$ cat src/sv/lbdh_pkg.sv
// Shared types and constants of the log-binned distance histogram.
package lbdh_pkg;

  localparam int unsigned DIST_W   = 32;
  localparam int unsigned RATIO_W  = 16;
  localparam int unsigned BCNT_W   = 7;
  localparam int unsigned BIN_W    = 6;
  localparam int unsigned ORIENT_W = 2;
  localparam int unsigned CFG_W    = 32;
  localparam int unsigned OUT_CNT_W = 32;
  localparam int unsigned FRAC_W   = 8;
  localparam int unsigned ROUND_UP = (1 << FRAC_W) - 1;

  localparam logic [DIST_W-1:0]  MIN_DIST_RST = 32'd1000;
  localparam logic [DIST_W-1:0]  MAX_DIST_RST = 32'd1000000;
  localparam logic [RATIO_W-1:0] RATIO_RST    = 16'd282;
  localparam logic [BCNT_W-1:0]  BCNT_RST     = 7'd64;

  typedef enum logic [1:0] {
    CFG_MIN_DIST  = 2'd0,
    CFG_MAX_DIST  = 2'd1,
    CFG_RATIO     = 2'd2,
    CFG_BIN_COUNT = 2'd3
  } cfg_idx_e;

  typedef enum logic {
    CMD_RECORD = 1'b0,
    CMD_READ   = 1'b1
  } cmd_e;

  typedef enum logic [ORIENT_W-1:0] {
    ORIENT_IN    = 2'd0,
    ORIENT_OUT   = 2'd1,
    ORIENT_SAME  = 2'd2,
    ORIENT_OTHER = 2'd3
  } orient_e;

  typedef struct packed {
    logic start;
    logic rd_mode;
  } walk_ctl_t;

endpackage

$ cat src/sv/lbdh_walk.sv
// Boundary walk: one shared Q8.8 multiply step per cycle, stepping the bin index.
module lbdh_walk #(
  parameter int unsigned ADDR_W = 6
) (
  input  logic                         clk_i,
  input  logic                         rst_ni,
  input  lbdh_pkg::walk_ctl_t          ctl_i,
  input  logic [lbdh_pkg::DIST_W-1:0]  min_i,
  input  logic [lbdh_pkg::DIST_W-1:0]  dist_i,
  input  logic [lbdh_pkg::RATIO_W-1:0] ratio_i,
  input  logic [ADDR_W-1:0]            last_i,
  output logic [lbdh_pkg::DIST_W-1:0]  bound_o,
  output logic [ADDR_W-1:0]            bin_o,
  output logic                         done_o
);
  import lbdh_pkg::*;

  localparam int unsigned PROD_W = DIST_W + RATIO_W;
  localparam int unsigned SUM_W  = PROD_W + 1;
  localparam int unsigned SCL_W  = SUM_W - FRAC_W;

  logic [PROD_W-1:0] prod;
  logic [SUM_W-1:0]  sum;
  logic [SCL_W-1:0]  scaled;
  logic [DIST_W-1:0] next_b;
  logic              stop;
  logic              run_q, run_d;
  logic              done_q, done_d;
  logic              mode_q;
  logic [DIST_W-1:0] bound_q, bound_d;
  logic [ADDR_W-1:0] bin_q, bin_d;

  assign prod   = PROD_W'(bound_q) * PROD_W'(ratio_i);
  assign sum    = SUM_W'(prod) + SUM_W'(ROUND_UP);
  assign scaled = sum[SUM_W-1:FRAC_W];
  assign next_b = (|scaled[SCL_W-1:DIST_W]) ? '1 : scaled[DIST_W-1:0];
  assign stop   = (bin_q == last_i) || (!mode_q && (next_b > dist_i));

  always_comb begin
    run_d   = run_q;
    done_d  = 1'b0;
    bound_d = bound_q;
    bin_d   = bin_q;
    if (ctl_i.start) begin
      run_d   = 1'b1;
      bound_d = min_i;
      bin_d   = '0;
    end else if (run_q) begin
      if (stop) begin
        run_d  = 1'b0;
        done_d = 1'b1;
      end else begin
        bound_d = next_b;
        bin_d   = bin_q + ADDR_W'(1);
      end
    end
  end

  always_ff @(posedge clk_i or negedge rst_ni) begin
    if (!rst_ni) begin
      run_q  <= 1'b0;
      done_q <= 1'b0;
    end else begin
      run_q  <= run_d;
      done_q <= done_d;
    end
  end

  always_ff @(posedge clk_i) begin
    bound_q <= bound_d;
    bin_q   <= bin_d;
    if (ctl_i.start) begin
      mode_q <= ctl_i.rd_mode;
    end
  end

  assign bound_o = bound_q;
  assign bin_o   = bin_q;
  assign done_o  = done_q;

endmodule

$ cat config.mk
export PLATFORM = sky130hd
export DESIGN_NAME = lbdh_walk
export DESIGN_NICKNAME = d
export VERILOG_FILES = /design/src/sv/lbdh_pkg.sv /design/src/sv/lbdh_walk.sv
export SDC_FILE = /design/constraint.sdc
export NUM_CORES = 1
export LEC_CHECK = 0
export BUFFER_PORTS_ARGS = -buffer_cell sky130_fd_sc_hd__buf_2
export CORE_MARGIN = 1.5
export CORE_UTILIZATION = 35
export DETAILED_ROUTE_END_ITERATION = 12
export PLACE_DENSITY_LB_ADDON = 0.25
export SKIP_CTS_REPAIR_TIMING = 1
export SKIP_LAST_GASP = 1
export SYNTH_ARGS = -nofsm -noshare
export SYNTH_HDL_FRONTEND = slang
export SYNTH_SLANG_ARGS = --single-unit
$ cat constraint.sdc
create_clock -name clk_i -period 15.49 [get_ports clk_i]
set_input_delay 0.7745 -clock clk_i [delete_from_list [all_inputs] [get_ports clk_i]]
set_output_delay 0.7745 -clock clk_i [all_outputs]
set_load 0.005 [all_outputs]
==> results.yml <==
clocking:
  cts_buffer_depth: 2
  cts_root_buf: "clkbuf_16"
  clkLatencyLatePin_ns: 0.28
  cts_num_sinks: 41
  clk_pin_slew_worst_paths_ns: 0.07
  htree_num_levels: 2
  cts_tree: "built"
  numCtsBuffers: 5
worst_setup_path:
  path_common_cell: "fa_1"
  crit_fanout: 64
  critPathMaxStageDelay_ns: 0.84
  crit_type: "in -> reg"
  cp-start-kind: "primary input"
  crit_slowest_cell: "a221oi_1"
  reg2reg_depth: 28
  r2r-end: "bound_o[29]"
  cp.arrival_ns: 10.74
  required_ns: 15.42
  worstReg2RegStart: "bound_o[11]"
  r2r_setup_slack_ns: 4.86
  cp-end-kind: "register"
placement:
  post-dp-hpwl_um: 44210
  gp_congestion: 0.9093
  portBuffers: 128
  dpl.cell_count: 3103
timing:
  max_freq_ghz: 0.09249
  tns_ns: 0
  rsz0062_at_grt: "no"
  finalHoldViolCount: 0
  timing.final.crit_period_ns: 10.81
  setup_viol: 0
  slew_headroom_pct: 33.64
  min_period_over_period_pct: 69.80
  worst_pin_slew_ns: 0.9939
  slew_viol_final: 0
  fin_skew_ns: 0.006839
synth:
  synth_top_cell_area_share_pct: 42.66
  postSynthCellCount: 2325
  synth_edf_count: 33
  syn_avg_cell_area_um2: 8.578
  synth_area_um2: 19940
  yosysUniqueCellTypes: 65
  synth_nets: 3016
  yosysWarnings: 0
  async_flop_share_pct: 4.878
  synth-seq-cells: 41
  synth_top_cell_by_area: "fa_1"
  synth-main-ff-cell: "edfxtp_1"
  synth_area_leaders: "fa_1, ha_1, inv_1"
  ys_seq_area_share_pct: 5.822
global_routing:
  grt_pass1_wl_um: 92460
  grt_overflow: 0
  grt_max_degree: 67
  track_usage_pct: 19.83
  grt_antenna_before_repair: 1
  grt_pass1_vias: 17010
floorplanning:
  start_util_pct: 35.37
  die_width_um: 241.7
  boundaryPins: 129
  rows: 87
  core-area_um2: 56390
  dieArea_um2: 58420
  dieHeight_um: 241.7
final_layout:
  area_growth_pct: 6.625
  n_antenna_cell: 0
  drive_above_1_share_pct: 6.454
  nNetsFinal: 3045
  final_cells: 3111
route:
  drc: 0
  routedWlPerCell_um: 17.98
  first_pass_iters: 8
  drt-initial-drc-count: 739
  viasPerCell: 4.941
  drt.antenna.violating_nets: 0
  vias: 15370
  finalWirelength_um: 55930
hold_path:
  hp-class: "in -> async"
status:
  status: "complete, no violations"
flow_run:
  max-cap-violations: 0
[worst max-delay path: cells and delay by family]
kind / cells / cell delay (ns)
compound gates: 6 / 1.91
fa+ha+maj: 8 / 3.81
buf+inv: 5 / 1.30
simple gates: 10 / 2.89
[cell usage in the layout (no fill, tap or decap), types with 6 or more instances in the layout]
cell	netlist	final
a21oi_1	68	68
o211ai_1	8	8
nand3_1	17	17
inv_1	553	552
a21o_1	25	25
ha_1	176	176
xnor2_1	22	22
a31oi_1	41	41
o21a_1	8	8
edfxtp_1	33	33
nand2_1	341	341
and3_1	12	12
fa_1	425	425
nand4_1	23	23
buf_4	4	6
nor2_1	55	55
nor2b_1	6	6
o21ai_0	33	33
xor2_1	18	18
and2_1	255	255
dfxtp_1	6	6
buf_2	2	128
[layer usage]
layer	vias up	track usage, %	wire (µm)
met1	7726	28.70	25720
li1	7061	-	-
met2	518	32.46	25900
met3	67	1.654	3344
met4	0	3.989	964
met5	-	0	0
[kinds of logic after synthesis]
family	synth area share [%]
AO/OA/AOI/OAI	7.610
XOR/XNOR	1.757
adder cells (fa/ha/maj)	53.70
buffers and inverters	12.72
flip-flops	5.822
multiplexers	0.2635
AND/OR/NAND/NOR	18.12
[per-stage QoR]
| stage | hold WS, ns | cell area (µm²) | utilization, % | setup WS, ns |
|---|---|---|---|---|
| finish | 0.2609 | 21270 | 37.71 | 4.679 |
| CTS | 0.2535 | 21270 | 37.71 | 4.672 |
| detailed placement | 0.5376 | 21120 | 37.45 | 4.398 |
| global placement | 0.5182 | 21120 | 37.45 | 4.629 |
| floorplan | 0.4789 | 19940 | - | 6.181 |
| global route | 0.2538 | 21270 | 37.71 | 3.809 |
[final cells by class]
| class | instances | area, µm² |
|---|---|---|
| inverter | 553 | 2076 |
| clock buffer | 5 | 125.1 |
| clock inverter | 3 | 25.02 |
| sequential | 41 | 1161 |
| timing repair buffer | 134 | 685.7 |
| multi-input combinational | 1619 | 16250 |
| fill | 5910 | 35120 |
| tap | 756 | 945.9 |
[sequential cells by signal, summed over array words and instances, names as in the netlist]
register / cells
bin_o: 6
done_o: 1
run_q: 1
bound_o: 32
mode_q: 1
[synthesized netlist by cell type, types with 3 or more instances]
cell,number
buf_6,3
or2_2,3
xnor2_1,22
ha_1,176
fa_1,425
o31ai_1,5
nor2b_1,6
nand3_1,17
clkbuf_1,102
o211a_1,4
o21a_1,8
a21o_1,25
xor2_1,18
nor4_1,5
o21ai_1,5
a21oi_1,68
nor2_1,55
o21bai_1,5
nand4_1,23
o21ai_0,33
and2_1,255
and3_1,12
o221ai_1,3
dfxtp_1,6
and4_1,3
a21boi_0,4
inv_1,553
mux2i_1,3
buf_4,4
a31oi_1,41
o211ai_1,8
nor3_1,4
nand2_1,341
a221oi_1,4
or4_1,3
edfxtp_1,33
[worst max path at each step]
| stage | startpoint | to | slack (ns) |
|---|---|---|---|
| 2_1_floorplan | ratio_i[7] | bound_o[0] | 6.18 |
| 3_3_place_gp | ratio_i[2] | bound_o[31] | 4.63 |
| 3_5_place_dp | ratio_i[2] | bound_o[28] | 4.40 |
| 4_1_cts | ratio_i[2] | bound_o[28] | 4.67 |
| 5_1_grt | ratio_i[1] | bound_o[25] | 3.81 |
| 6_report | ratio_i[2] | bound_o[29] | 4.68 |
Power is not shown: default switching activity piles up to over one toggle a cycle in this logic, so the estimate is an artifact.
